--- config.mk ---
export PLATFORM = sky130hd
export DESIGN_NAME = three_class_priority_queue_dispatch
export DESIGN_NICKNAME = d
export VERILOG_FILES = /design/src/rtl/tcpqd_pkg.sv /design/src/rtl/tcpqd_ram.sv /design/src/rtl/tcpqd_front.sv /design/src/rtl/tcpqd_back.sv /design/src/rtl/three_class_priority_queue_dispatch.sv
export SDC_FILE = /design/constraint.sdc
export NUM_CORES = 2
export LEC_CHECK = 0
export BUFFER_PORTS_ARGS = -buffer_cell sky130_fd_sc_hd__buf_4
export CORE_AREA = 4 4 344 346
export DETAILED_ROUTE_END_ITERATION = 8
export DIE_AREA = 0 0 348 350
export PLACE_DENSITY = 0.73
export SETUP_SLACK_MARGIN = 0.2
export SYNTH_ARGS = -nofsm -noshare
export SYNTH_HDL_FRONTEND = slang
export SYNTH_SLANG_ARGS = --single-unit
--- constraint.sdc ---
create_clock -name i_clk -period 7.98 [get_ports i_clk]
set_clock_uncertainty 0.1 [all_clocks]
set_input_delay 0.798 -clock i_clk [delete_from_list [all_inputs] [get_ports i_clk]]
set_output_delay 0.798 -clock i_clk [all_outputs]
set_load 0.02 [all_outputs]
--- src/rtl/tcpqd_pkg.sv ---
// Package for the three-class priority queue dispatcher.
// Holds field widths, status and command codes, and the structs passed between modules.
// No dependencies.
package tcpqd_pkg;

    localparam int NUM_CLASSES = 3;
    localparam int TAG_W       = 16;
    localparam int TIME_W      = 8;
    localparam int CLS_W       = 2;
    localparam int SRV_W       = 2;
    localparam int STAT_W      = 3;
    localparam int OCC_W       = 5;
    localparam int ENTRY_W     = TAG_W + TIME_W;

    localparam logic       MODE_ARRIVE = 1'b0;
    localparam logic       MODE_SERVE  = 1'b1;

    localparam logic [CLS_W-1:0] CLS_PAUSE = 2'd0;
    localparam logic [CLS_W-1:0] CLS_HIGH  = 2'd1;
    localparam logic [CLS_W-1:0] CLS_MID   = 2'd2;
    localparam logic [CLS_W-1:0] CLS_LOW   = 2'd3;

    typedef enum logic [STAT_W-1:0] {
        ARR_QUEUED  = 3'd0,
        ARR_DROPPED = 3'd1,
        ARR_PAUSE   = 3'd2,
        ARR_CLOSED  = 3'd3,
        ARR_NONE    = 3'd4
    } t_arr_status;

    typedef enum logic [1:0] {
        CMD_PAUSE = 2'd0,
        CMD_ITEM  = 2'd1,
        CMD_SERVE = 2'd2
    } t_cmd_kind;

    typedef enum logic {
        BK_EXEC = 1'b0,
        BK_READ = 1'b1
    } t_bk_state;

    typedef struct packed {
        t_cmd_kind                kind;
        logic [NUM_CLASSES-1:0]   cls_oh;
        logic [SRV_W-1:0]         srv;
        logic [TAG_W-1:0]         tag;
        logic [TIME_W-1:0]        svc_time;
    } t_cmd;

    typedef struct packed {
        t_arr_status              stat;
        logic                     grant;
        logic [CLS_W-1:0]         cls;
        logic [TAG_W-1:0]         tag;
        logic [TIME_W-1:0]        svc_time;
        logic [OCC_W-1:0]         occ;
        logic                     closed;
    } t_result;

endpackage

--- src/rtl/tcpqd_ram.sv ---
// Generic single-write, single-read RAM with registered read data.
// No dependencies.
module tcpqd_ram #(
    parameter int WIDTH = 24,
    parameter int DEPTH = 20,
    localparam int ADDR_W = (DEPTH > 1) ? $clog2(DEPTH) : 1
) (
    input  logic              i_clk,
    input  logic              i_wr_en,
    input  logic [ADDR_W-1:0] i_wr_addr,
    input  logic [WIDTH-1:0]  i_wr_data,
    input  logic              i_rd_en,
    input  logic [ADDR_W-1:0] i_rd_addr,
    output logic [WIDTH-1:0]  o_rd_data
);

    logic [WIDTH-1:0] r_mem [DEPTH];
    logic [WIDTH-1:0] r_rd_data;

    always_ff @(posedge i_clk) begin
        if (i_wr_en) begin
            r_mem[i_wr_addr] <= i_wr_data;
        end
        if (i_rd_en) begin
            r_rd_data <= r_mem[i_rd_addr];
        end
    end

    assign o_rd_data = r_rd_data;

endmodule

--- src/rtl/tcpqd_front.sv ---
// Front end: accepts input items, classifies them into commands and queues them.
// Depends on tcpqd_pkg.
module tcpqd_front (
    input  logic                          i_clk,
    input  logic                          i_rst_n,
    input  logic                          i_in_valid,
    output logic                          o_in_stall,
    input  logic                          i_mode,
    input  logic [tcpqd_pkg::CLS_W-1:0]   i_arrival_class,
    input  logic [tcpqd_pkg::TAG_W-1:0]   i_customer_tag,
    input  logic [tcpqd_pkg::TIME_W-1:0]  i_service_time,
    input  logic [tcpqd_pkg::SRV_W-1:0]   i_server_index,
    output logic                          o_cmd_valid,
    output tcpqd_pkg::t_cmd               o_cmd,
    input  logic                          i_cmd_take
);

    tcpqd_pkg::t_cmd r_q [2];
    logic            r_wr_ptr;
    logic            r_rd_ptr;
    logic [1:0]      r_cnt;
    logic            n_wr_ptr;
    logic            n_rd_ptr;
    logic [1:0]      n_cnt;
    tcpqd_pkg::t_cmd cmd_in;
    logic            push;
    logic            pop;

    always_comb begin
        cmd_in          = '0;
        cmd_in.tag      = i_customer_tag;
        cmd_in.svc_time = i_service_time;
        cmd_in.srv      = i_server_index;
        if (i_mode == tcpqd_pkg::MODE_SERVE) begin
            cmd_in.kind = tcpqd_pkg::CMD_SERVE;
        end else if (i_arrival_class == tcpqd_pkg::CLS_PAUSE) begin
            cmd_in.kind = tcpqd_pkg::CMD_PAUSE;
        end else begin
            cmd_in.kind = tcpqd_pkg::CMD_ITEM;
        end
        case (i_arrival_class)
            tcpqd_pkg::CLS_HIGH: cmd_in.cls_oh = 3'b001;
            tcpqd_pkg::CLS_MID:  cmd_in.cls_oh = 3'b010;
            tcpqd_pkg::CLS_LOW:  cmd_in.cls_oh = 3'b100;
            default:             cmd_in.cls_oh = 3'b000;
        endcase
    end

    assign o_in_stall  = (r_cnt == 2'd2);
    assign push        = i_in_valid && !o_in_stall;
    assign pop         = i_cmd_take && o_cmd_valid;
    assign o_cmd_valid = (r_cnt != 2'd0);
    assign o_cmd       = r_q[r_rd_ptr];

    always_comb begin
        n_wr_ptr = r_wr_ptr ^ push;
        n_rd_ptr = r_rd_ptr ^ pop;
        n_cnt    = r_cnt;
        case ({push, pop})
            2'b10:   n_cnt = r_cnt + 2'd1;
            2'b01:   n_cnt = r_cnt - 2'd1;
            default: n_cnt = r_cnt;
        endcase
    end

    always_ff @(posedge i_clk) begin
        if (!i_rst_n) begin
            r_wr_ptr <= 1'b0;
            r_rd_ptr <= 1'b0;
            r_cnt    <= 2'd0;
        end else begin
            r_wr_ptr <= n_wr_ptr;
            r_rd_ptr <= n_rd_ptr;
            r_cnt    <= n_cnt;
        end
    end

    always_ff @(posedge i_clk) begin
        if (push) begin
            r_q[r_wr_ptr] <= cmd_in;
        end
    end

endmodule

--- src/rtl/tcpqd_back.sv ---
// Back end: carries out queued commands on the three class queues and registers results.
// Depends on tcpqd_pkg and tcpqd_ram.
module tcpqd_back #(
    parameter int TOTAL_SLOTS = 20,
    parameter int PAUSE_LIMIT = 3
) (
    input  logic                i_clk,
    input  logic                i_rst_n,
    input  logic                i_policy,
    input  logic                i_cmd_valid,
    input  tcpqd_pkg::t_cmd     i_cmd,
    output logic                o_cmd_take,
    output logic                o_out_valid,
    input  logic                i_out_stall,
    output tcpqd_pkg::t_result  o_result
);

    localparam int NQ      = tcpqd_pkg::NUM_CLASSES;
    localparam int CNT_W   = $clog2(TOTAL_SLOTS + 1);
    localparam int PTR_W   = (TOTAL_SLOTS > 1) ? $clog2(TOTAL_SLOTS) : 1;
    localparam int TOT_W   = (CNT_W + 2 > tcpqd_pkg::OCC_W) ? CNT_W + 2 : tcpqd_pkg::OCC_W;
    localparam int PAUSE_W = $clog2(PAUSE_LIMIT + 1);
    localparam int EW      = tcpqd_pkg::ENTRY_W;

    tcpqd_pkg::t_bk_state r_state, n_state;
    logic [PTR_W-1:0]     r_head [NQ];
    logic [PTR_W-1:0]     n_head [NQ];
    logic [CNT_W-1:0]     r_cnt  [NQ];
    logic [CNT_W-1:0]     n_cnt  [NQ];
    logic [PAUSE_W-1:0]   r_pause, n_pause;
    logic                 r_closed, n_closed;
    logic                 r_out_valid, n_out_valid;
    tcpqd_pkg::t_result   r_out, n_out;
    tcpqd_pkg::t_result   r_pend, n_pend;
    logic [NQ-1:0]        r_pend_sel, n_pend_sel;

    logic [PTR_W-1:0]     tail     [NQ];
    logic [PTR_W-1:0]     head_inc [NQ];
    logic [EW-1:0]        rd_data  [NQ];
    logic [NQ-1:0]        wr_en;
    logic [NQ-1:0]        rd_en;
    logic [NQ-1:0]        nonempty;
    logic [NQ-1:0]        sel_oh;
    logic [TOT_W-1:0]     total;
    logic [TOT_W-1:0]     n_total;
    logic                 full;
    logic                 out_free;
    logic                 pref_hit;
    logic [PAUSE_W:0]     pause_inc;

    always_comb begin
        logic [PTR_W:0] sum;
        for (int q = 0; q < NQ; q++) begin
            sum = {1'b0, r_head[q]} + (PTR_W + 1)'(r_cnt[q]);
            if (sum >= (PTR_W + 1)'(TOTAL_SLOTS)) begin
                sum = sum - (PTR_W + 1)'(TOTAL_SLOTS);
            end
            tail[q]     = sum[PTR_W-1:0];
            head_inc[q] = (r_head[q] == PTR_W'(TOTAL_SLOTS - 1)) ? '0 : r_head[q] + 1'b1;
            nonempty[q] = (r_cnt[q] != '0);
        end
    end

    always_comb begin
        pref_hit = 1'b0;
        sel_oh   = '0;
        for (int q = 0; q < NQ; q++) begin
            if (i_policy && (i_cmd.srv == tcpqd_pkg::SRV_W'(q)) && nonempty[q]) begin
                pref_hit  = 1'b1;
                sel_oh[q] = 1'b1;
            end
        end
        if (!pref_hit) begin
            if (nonempty[0]) begin
                sel_oh = 3'b001;
            end else if (nonempty[1]) begin
                sel_oh = 3'b010;
            end else if (nonempty[2]) begin
                sel_oh = 3'b100;
            end
        end
    end

    assign total     = TOT_W'(r_cnt[0]) + TOT_W'(r_cnt[1]) + TOT_W'(r_cnt[2]);
    assign n_total   = TOT_W'(n_cnt[0]) + TOT_W'(n_cnt[1]) + TOT_W'(n_cnt[2]);
    assign full      = (total >= TOT_W'(TOTAL_SLOTS));
    assign out_free  = !r_out_valid || !i_out_stall;
    assign pause_inc = {1'b0, r_pause} + 1'b1;

    always_comb begin
        tcpqd_pkg::t_arr_status stat;
        logic [NQ-1:0]          pop_oh;
        n_state     = r_state;
        n_head      = r_head;
        n_cnt       = r_cnt;
        n_pause     = r_pause;
        n_closed    = r_closed;
        n_out_valid = r_out_valid && i_out_stall;
        n_out       = r_out;
        n_pend      = r_pend;
        n_pend_sel  = r_pend_sel;
        wr_en       = '0;
        rd_en       = '0;
        o_cmd_take  = 1'b0;
        stat        = tcpqd_pkg::ARR_NONE;
        pop_oh      = '0;
        case (r_state)
            tcpqd_pkg::BK_EXEC: begin
                if (i_cmd_valid && out_free) begin
                    o_cmd_take = 1'b1;
                    case (i_cmd.kind)
                        tcpqd_pkg::CMD_PAUSE: begin
                            if (r_closed) begin
                                stat = tcpqd_pkg::ARR_CLOSED;
                            end else if (full) begin
                                stat = tcpqd_pkg::ARR_DROPPED;
                            end else begin
                                n_pause = pause_inc[PAUSE_W-1:0];
                                if (pause_inc >= (PAUSE_W + 1)'(PAUSE_LIMIT)) begin
                                    n_closed = 1'b1;
                                    stat     = tcpqd_pkg::ARR_CLOSED;
                                end else begin
                                    stat = tcpqd_pkg::ARR_PAUSE;
                                end
                            end
                        end
                        tcpqd_pkg::CMD_ITEM: begin
                            if (r_closed) begin
                                stat = tcpqd_pkg::ARR_CLOSED;
                            end else if (full) begin
                                stat = tcpqd_pkg::ARR_DROPPED;
                            end else begin
                                wr_en   = i_cmd.cls_oh;
                                n_pause = '0;
                                stat    = tcpqd_pkg::ARR_QUEUED;
                                for (int q = 0; q < NQ; q++) begin
                                    if (i_cmd.cls_oh[q]) begin
                                        n_cnt[q] = r_cnt[q] + CNT_W'(1);
                                    end
                                end
                            end
                        end
                        tcpqd_pkg::CMD_SERVE: begin
                            pop_oh = sel_oh;
                            rd_en  = sel_oh;
                            for (int q = 0; q < NQ; q++) begin
                                if (sel_oh[q]) begin
                                    n_cnt[q]  = r_cnt[q] - CNT_W'(1);
                                    n_head[q] = head_inc[q];
                                end
                            end
                        end
                        default: stat = tcpqd_pkg::ARR_NONE;
                    endcase
                    n_out.stat     = stat;
                    n_out.grant    = 1'b0;
                    n_out.cls      = '0;
                    n_out.tag      = '0;
                    n_out.svc_time = '0;
                    n_out.occ      = n_total[tcpqd_pkg::OCC_W-1:0];
                    n_out.closed   = n_closed;
                    if (pop_oh != '0) begin
                        n_pend       = n_out;
                        n_pend.grant = 1'b1;
                        for (int q = 0; q < NQ; q++) begin
                            if (pop_oh[q]) begin
                                n_pend.cls = tcpqd_pkg::CLS_W'(q + 1);
                            end
                        end
                        n_pend_sel = pop_oh;
                        n_out      = r_out;
                        n_state    = tcpqd_pkg::BK_READ;
                    end else begin
                        n_out_valid = 1'b1;
                    end
                end
            end
            tcpqd_pkg::BK_READ: begin
                if (out_free) begin
                    n_out = r_pend;
                    for (int q = 0; q < NQ; q++) begin
                        if (r_pend_sel[q]) begin
                            n_out.tag      = rd_data[q][EW-1:tcpqd_pkg::TIME_W];
                            n_out.svc_time = rd_data[q][tcpqd_pkg::TIME_W-1:0];
                        end
                    end
                    n_out_valid = 1'b1;
                    n_state     = tcpqd_pkg::BK_EXEC;
                end
            end
            default: n_state = tcpqd_pkg::BK_EXEC;
        endcase
    end

    for (genvar g = 0; g < NQ; g++) begin : g_class_ram
        tcpqd_ram #(
            .WIDTH (EW),
            .DEPTH (TOTAL_SLOTS)
        ) u_ram (
            .i_clk     (i_clk),
            .i_wr_en   (wr_en[g]),
            .i_wr_addr (tail[g]),
            .i_wr_data ({i_cmd.tag, i_cmd.svc_time}),
            .i_rd_en   (rd_en[g]),
            .i_rd_addr (r_head[g]),
            .o_rd_data (rd_data[g])
        );
    end

    always_ff @(posedge i_clk) begin
        if (!i_rst_n) begin
            r_state     <= tcpqd_pkg::BK_EXEC;
            r_pause     <= '0;
            r_closed    <= 1'b0;
            r_out_valid <= 1'b0;
            for (int q = 0; q < NQ; q++) begin
                r_head[q] <= '0;
                r_cnt[q]  <= '0;
            end
        end else begin
            r_state     <= n_state;
            r_pause     <= n_pause;
            r_closed    <= n_closed;
            r_out_valid <= n_out_valid;
            r_head      <= n_head;
            r_cnt       <= n_cnt;
        end
    end

    always_ff @(posedge i_clk) begin
        r_out      <= n_out;
        r_pend     <= n_pend;
        r_pend_sel <= n_pend_sel;
    end

    assign o_out_valid = r_out_valid;
    assign o_result    = r_out;

endmodule

--- src/rtl/three_class_priority_queue_dispatch.sv ---
// Top level of the three-class priority queue dispatcher: policy register, front end, back end.
// Depends on tcpqd_pkg, tcpqd_front, tcpqd_back (and tcpqd_ram through it).
//
//  Channel  | Direction | Handshake                 | Payload
//  ---------+-----------+---------------------------+--------------------------------------
//  in       | in        | i_in_valid / o_in_stall   | mode, class, tag, service time, server
//  out      | out       | o_out_valid / i_out_stall | status, grant, class, tag, time, occ.
//  cfg      | in        | i_cfg_valid / o_cfg_ready | preferred server policy bit
//
// The front end takes one item per cycle into a two-entry command queue while it is not full.
// The back end retires an arrival or an empty request from its execute state; a request that pops an
// entry also passes through a read state, for the registered read of the class RAM.
// Reset is synchronous, active low; queues come out of reset empty with no clearing pass.
// An output stall holds the result register; the back end then waits and the queue fills.
module three_class_priority_queue_dispatch #(
    parameter int TOTAL_SLOTS = 20,
    parameter int PAUSE_LIMIT = 3
) (
    input  logic                                i_clk,
    input  logic                                i_rst_n,
    input  logic                                i_cfg_valid,
    output logic                                o_cfg_ready,
    input  logic                                i_cfg_data,
    input  logic                                i_in_valid,
    output logic                                o_in_stall,
    input  logic                                i_mode,
    input  logic [tcpqd_pkg::CLS_W-1:0]         i_arrival_class,
    input  logic [tcpqd_pkg::TAG_W-1:0]         i_customer_tag,
    input  logic [tcpqd_pkg::TIME_W-1:0]        i_service_time,
    input  logic [tcpqd_pkg::SRV_W-1:0]         i_server_index,
    output logic                                o_out_valid,
    input  logic                                i_out_stall,
    output logic [tcpqd_pkg::STAT_W-1:0]        o_arrival_status,
    output logic                                o_grant_valid,
    output logic [tcpqd_pkg::CLS_W-1:0]         o_granted_class,
    output logic [tcpqd_pkg::TAG_W-1:0]         o_granted_tag,
    output logic [tcpqd_pkg::TIME_W-1:0]        o_granted_time,
    output logic [tcpqd_pkg::OCC_W-1:0]         o_occupancy,
    output logic                                o_closed_flag
);

    logic               r_policy;
    logic               cmd_valid;
    logic               cmd_take;
    tcpqd_pkg::t_cmd    cmd;
    tcpqd_pkg::t_result result;

    assign o_cfg_ready = 1'b1;

    always_ff @(posedge i_clk) begin
        if (!i_rst_n) begin
            r_policy <= 1'b0;
        end else if (i_cfg_valid) begin
            r_policy <= i_cfg_data;
        end
    end

    tcpqd_front u_front (
        .i_clk           (i_clk),
        .i_rst_n         (i_rst_n),
        .i_in_valid      (i_in_valid),
        .o_in_stall      (o_in_stall),
        .i_mode          (i_mode),
        .i_arrival_class (i_arrival_class),
        .i_customer_tag  (i_customer_tag),
        .i_service_time  (i_service_time),
        .i_server_index  (i_server_index),
        .o_cmd_valid     (cmd_valid),
        .o_cmd           (cmd),
        .i_cmd_take      (cmd_take)
    );

    tcpqd_back #(
        .TOTAL_SLOTS (TOTAL_SLOTS),
        .PAUSE_LIMIT (PAUSE_LIMIT)
    ) u_back (
        .i_clk       (i_clk),
        .i_rst_n     (i_rst_n),
        .i_policy    (r_policy),
        .i_cmd_valid (cmd_valid),
        .i_cmd       (cmd),
        .o_cmd_take  (cmd_take),
        .o_out_valid (o_out_valid),
        .i_out_stall (i_out_stall),
        .o_result    (result)
    );

    assign o_arrival_status = result.stat;
    assign o_grant_valid    = result.grant;
    assign o_granted_class  = result.cls;
    assign o_granted_tag    = result.tag;
    assign o_granted_time   = result.svc_time;
    assign o_occupancy      = result.occ;
    assign o_closed_flag    = result.closed;

`ifndef SYNTHESIS
    a_take_needs_cmd: assert property (@(posedge i_clk) disable iff (!i_rst_n)
        cmd_take |-> cmd_valid)
        else $error("back end took a command from an empty queue");

    a_no_grant_zero: assert property (@(posedge i_clk) disable iff (!i_rst_n)
        (o_out_valid && !o_grant_valid) |->
            (o_granted_class == '0 && o_granted_tag == '0 && o_granted_time == '0))
        else $error("grant fields set without a grant");

    a_grant_shape: assert property (@(posedge i_clk) disable iff (!i_rst_n)
        (o_out_valid && o_grant_valid) |->
            (o_arrival_status == tcpqd_pkg::ARR_NONE && o_granted_class != '0))
        else $error("granted result with arrival status or no class");

    a_queued_open: assert property (@(posedge i_clk) disable iff (!i_rst_n)
        (o_out_valid && o_arrival_status == tcpqd_pkg::ARR_QUEUED) |-> !o_closed_flag)
        else $error("item queued while arrivals closed");
`endif

endmodule

* Yosys cells after proc, flatten, opt, wreduce, memory -nomap -nowiden *
Memory sizes are Yosys's and may differ from the RTL's. A register that Yosys moved wholly into a read port is not among the register bits.
Cells that the tools add are included.

operators by class
  $add $sub $neg = 22
  magnitude comparators = 5
  eq/ne operators = 20
  muxes and demuxes = 83
  bitwise operators = 3
  reduce and logical (&&, ||, !) cells = 32

operators by type and width
  operator               count
  $mux W36               3
  $mux W24               3
  $pmux W36 S2           1
  $mux W15               4
  $mux W5                12
  $mux W3                17
  $mux W1                31
  $add A5 B1 Y5 const B  6
  $pmux W15 S2           1
  $add A5 B5 Y6          4
  $ge A6 B5 Y1 const B   3
  $eq A5 B5 Y1 const B   3
  $reduce_bool A5 Y1     3
  $sub A5 B1 Y5 const B  3
  $sub A5 B5 Y5 const B  3
  $eq A2 B2 Y1 const B   6
  $ne A2 B2 Y1 const B   6
  $reduce_and A4 Y1      3
  $add A5 B5 Y5          2
  $logic_and A1 B1 Y1    10
  $mux W2                5
  $pmux W3 S3            1
  $eq A2 B1 Y1 const B   4
  $pmux W2 S2            2
  other kinds (20)       29

word-level totals
  flip-flop bits (word level) = 90
  memory bits (writable) = 1502
  output and inout port bits = 39
  memories kept = 4

memory list
  name                               words  bits a word  rd ports  clocked after Yosys merged registers in  write ports  RTL line           text
  u_back.g_class_ram[0].u_ram.r_mem  20     24           1         1                                        1            tcpqd_ram.sv:17    logic [WIDTH-1:0] r_mem [DEPTH];
  u_back.g_class_ram[1].u_ram.r_mem  20     24           1         1                                        1            tcpqd_ram.sv:17
  u_back.g_class_ram[2].u_ram.r_mem  20     24           1         1                                        1            tcpqd_ram.sv:17
  u_front.r_q                        2      31           1         1                                        1            tcpqd_front.sv:18  tcpqd_pkg::t_cmd r_q [2];

* Logic depth before layout (Yosys ltp) *
  word-level depth = 17
  mapped depth = 26
  depth with buffers taken out = 25

* Hierarchy *
A second synthesis with hierarchy kept.

second synthesis, totals
  cells, all modules = 3776
  area total of the unflattened synthesis = 66437.5 um2

by module, submodules not included
  module                               instances  cells an instance  area each (um2)  seq. area each (um2)
  tcpqd_ram                            3          1005               19356.1          15134.5
  tcpqd_back                           1          630                5826.8           2202.1
  tcpqd_front                          1          126                2494.9           1961.9
  three_class_priority_queue_dispatch  1          5                  47.5             20.0

* Worst setup path after synthesis *
OpenSTA, ideal clock, no wires.

  path kind = register to register
  from = register u_back.r_cnt[10] in the netlist's numbering
  to = register u_back.r_out (netlist bit u_back.o_result[5]), data pin
  arrival time = 5.568 ns
  data required time = 7.620 ns
  setup slack = 2.052 ns
  stages on the path, launching flop included = 26
  period minus slack after synthesis = 5.928 ns
  cell sequence = dfxtp_1 -> ha_1 -> inv_1 -> fa_1 -> inv_1 -> a21o_1 -> a21oi_1 -> xnor2_1 -> ha_1 -> or3_1 -> a21oi_1 -> and4b_4 -> a211oi_4 -> nand2b_1 -> nor2_1 -> mux2_2 -> a222oi_1 -> fa_1 -> inv_1 -> ha_1 -> a21o_1 -> a21oi_1 -> xor2_1 -> xnor2_1 -> xnor2_1 -> mux2_2

RTL lines
  what                    RTL line           text
  from (decl)             tcpqd_back.sv:28   logic [CNT_W-1:0] r_cnt [NQ];
  from (signal assigned)  tcpqd_back.sv:226  r_cnt <= n_cnt;
  to (signal assigned)    tcpqd_back.sv:231  r_out <= n_out;
  to (decl)               tcpqd_back.sv:33   tcpqd_pkg::t_result r_out, n_out;

==> qor.txt <==
IO Count: 74
number of DRC violations after detailed routing: 0
y dimension of the die: 350 um
number of max-capacitance violations reported: 0
post-CTS resize count: 0
estimated wirelength of the detail-placed design: 82.4 mm
Synth area leader: sky130_fd_sc_hd__edfxtp_1
sequential area share after synthesis: 75.8%
maximum clock frequency: 142 MHz
vias per inst: 6.51
final critical path time including I/O delays and setup: 7.05 ns
average wire per standard cell: 31.0 um
HP Class: in -> reg
terminus of the critical flop-to-flop path: u_back.o_result[5]$_DFFE_PP_
input/output buffers: 72
pin count of the biggest net entering global routing: 95
status: completed
Congestion Overflow GR: 0
Crit Path Category: reg -> reg
number of nets in the layout: 3456
setup slack of the most critical reg-to-reg path: 0.93 ns
slew at the pin closest to its max-slew limit: 1.34 ns
Sink Count: 1665
Worst Hold Launch: i_customer_tag[3]
post-synth top area share: 74.5%
Hold EP: u_front.r_q[1][11]$_DFFE_PP_
Hold-fix buffers, CTS: 0
Post-Place Cell Area: 68300 um^2
Detailed Route WL: 156 mm
maximum vdd drop: 0.000255 V
chip width: 348 um
count of flip-flops with a built-in enable after synthesis: 1624
Max stage delay cell, worst path: sky130_fd_sc_hd__a222oi_1
start of the worst register-to-register path: u_back.r_cnt[10]$_SDFF_PN0_
DIE AREA: 122000 um^2
average cell area after synthesis: 20.7 um^2
Clock Tree Buf Depth: 3
Largest stage delay, worst path: 0.63 ns
wire length of the first global-routing pass: 227 mm
clock-pin slew of the registers on the worst-case setup and hold paths: 0.06 ns
antenna violations before repair: 5
Initial Utilization: 56.7%
maximum level of the CTS H-tree: 4
kind of capture point of the worst setup path: register
leading cell types by total area after synthesis: sky130_fd_sc_hd__edfxtp_1 (75%), sky130_fd_sc_hd__mux4_2 (15%), sky130_fd_sc_hd__nand2_1 (1.7%), sky130_fd_sc_hd__dfxtp_1 (1.3%), sky130_fd_sc_hd__ha_1 (0.97%)
share of async-settable or async-resettable flops after synthesis: 0%
CTS Root Buffer Type: sky130_fd_sc_hd__clkbuf_16
Max FO, Critical Path: 9
Final setup violation count: 0
WHS Path Cells: 1
most used flip-flop cell after synthesis: sky130_fd_sc_hd__edfxtp_1
Final Max Slew Viols: 0
violation count after the first detailed-routing iteration: 4368
count of warnings emitted by yosys: 0
combined area of all synthesized cells: 65500 um^2
syn nets: 3264
Critical Path Start Type: register
Layout area overhead: 12.4%
Pwr Density: 271 nW/um^2
clock tree from TritonCTS: yes
leakage power: 23.4 nW
gp weighted congestion: 0.871
number of clock buffers inserted by TritonCTS: 161
vias: 32700
number of routed nets with antenna violations: 0
final design instance area without fill: 73600 um^2
sum of negative setup slack: 0 ns
Cells after Synth: 3168
core outline area: 115000 um^2
number of fillers in the final layout: 7426
post-synthesis sequential element count: 1665
First-pass DRT Iterations: 8
worst-case headroom to the max-slew limit: 11.0%
critical path arrival: 7.46 ns
post-CTS repair timing setup buffer count: 0
setup repair after global routing missed its margin: false
Clock Latency Late Sink: 0.78 ns
fraction of layout instances using a drive strength above 1: 28.3%
cell row count: 125
multi-input combinational cell area: 15200 um^2
final hold violation count: 0
global-route usage over all layers: 25.9%
library cells used by synthesis: 74
period utilisation layout: 88.3%
count of cells along the worst register-to-register path: 25
footprint of the flip-flops and latches: 49600 um^2
Critical Path RT: 8.39 ns
number of global-route vias before repair: 33000
-- routing by layer --
layer / GRT usage [%] / share of wire (%) / vias up
met5: 0 / 0 / -
met4: 9.18 / 3.4 / 0
met3: 5.29 / 10 / 294
met2: 41.9 / 49 / 1966
met1: 35.9 / 37 / 17100
li1: - / - / 13300
-- cell usage in the layout (no fill, tap or decap), drive strengths merged, types with 20 or more instances in the layout --
cell	n
inv	54
dfxtp	41
and2	34
a21oi	31
ha	51
mux4	432
nand2	293
xnor2	20
mux2	39
o21ai	56
edfxtp	1624
clkinv	75
a22oi	24
buf	184
clkbuf	194
nor2	124
-- where the power goes --
part,internal (mW),switching [mW]
registers,10.4,0.110
clock network,4.23,3.29
logic,0.438,1.43
-- through the flow --
stage | utilization, % | cells | hold slack [ns] | worst slack [ns] | power, mW
5_1_grt | 63.7 | 5023 | 0.0792 | 0.512 | 20.6
3_5_place_dp | 59.2 | 4721 | 0.416 | 0.997 | 12.6
3_3_place_gp | 59.2 | 4721 | 0.381 | 1.24 | 12.5
6_report | 63.8 | 5024 | 0.109 | 0.932 | 19.9
2_1_floorplan | - | 3168 | 0.341 | 2.05 | 11.6
4_1_cts | 63.7 | 5023 | 0.0582 | 1.00 | 20.1
-- cell type report --
cell class	count	area share (%)
sequential	1665	67.4
multi-input combinational	1303	20.7
clock buffer	194	5.77
tap	1524	2.59
timing repair buffer	184	1.89
clock inverter	108	1.39
inverter	45	0.230
antenna	1	0.00340
-- state kept, by name (all words and copies together), names as in the netlist, named ones only --
register,cells
u_back.g_class_ram.u_ram.r_mem,1440
u_back.g_class_ram.u_ram.o_rd_data,72
u_front.r_q,62
u_back.o_result,36
u_back.r_cnt,15
u_back.r_head,15
u_back.r_pend,11
u_back.r_pend_sel,3
u_back.r_pause,2
u_front.r_cnt,2
r_policy,1
u_back.o_out_valid,1
u_back.r_closed,1
u_back.r_state,1
u_front.r_rd_ptr,1
u_front.r_wr_ptr,1
-- worst max-delay path, delay by kind of cell (launching register included) --
kind / cells / cell delay (ns)
AO/OA/AOI/OAI: 7 / 1.84
adder cells (fa/ha/maj): 5 / 1.82
AND/OR/NAND/NOR: 4 / 1.09
XOR/XNOR: 4 / 0.61
multiplexers: 2 / 0.60
flip-flops: 1 / 0.51
buffers and inverters: 3 / 0.24
-- synthesized netlist by cell type, drive strengths merged (4+ instances only) --
cell type / number
a211oi: 4
a21o: 14
a21oi: 31
a221oi: 4
a222oi: 7
a22oi: 24
and2: 34
and3: 6
buf: 62
clkbuf: 93
dfxtp: 41
edfxtp: 1624
fa: 10
ha: 51
inv: 42
mux2: 39
mux2i: 14
mux4: 432
nand2: 293
nand2b: 9
nand3: 12
nand3b: 8
nand4: 8
nor2: 124
nor2b: 10
nor3: 15
nor3b: 7
o21a: 4
o21ai: 56
o21bai: 4
o22ai: 4
or2: 7
or3: 5
xnor2: 20
xor2: 12
-- cells by family (layout without fill, tap and decap cells) --
| kind of cell | Yosys count | count (layout) | share of synthesized area [%] |
|---|---|---|---|
| buffers and inverters | 200 | 531 | 1.22 |
| adders and majority gates | 61 | 61 | 1.28 |
| other | 1 | 2 | 0.00573 |
| muxes | 485 | 485 | 15.7 |
| and+or+nand+nor | 550 | 550 | 3.73 |
| AOI/OAI and AO/OA | 174 | 174 | 1.82 |
| xor gates and xnor gates | 32 | 32 | 0.428 |
| DFF | 1665 | 1665 | 75.8 |
-- worst max-delay path by stage --
stage,from,endpoint,slack (ns),depth (start not counted)
floorplan,u_back.r_cnt[10]$_SDFF_PN0_,u_back.o_result[5]$_DFFE_PP_,2.05,25
global placement,u_back.r_cnt[10]$_SDFF_PN0_,u_back.o_result[5]$_DFFE_PP_,1.24,25
detailed placement,u_back.r_cnt[10]$_SDFF_PN0_,u_back.o_result[5]$_DFFE_PP_,1.0,25
CTS,u_back.r_cnt[10]$_SDFF_PN0_,u_back.o_result[5]$_DFFE_PP_,1.00,25
global route,u_back.r_cnt[10]$_SDFF_PN0_,u_back.o_result[5]$_DFFE_PP_,0.51,25
finish,u_back.r_cnt[10]$_SDFF_PN0_,u_back.o_result[5]$_DFFE_PP_,0.93,25
Note: power is estimated with default switching activity, not from simulation.
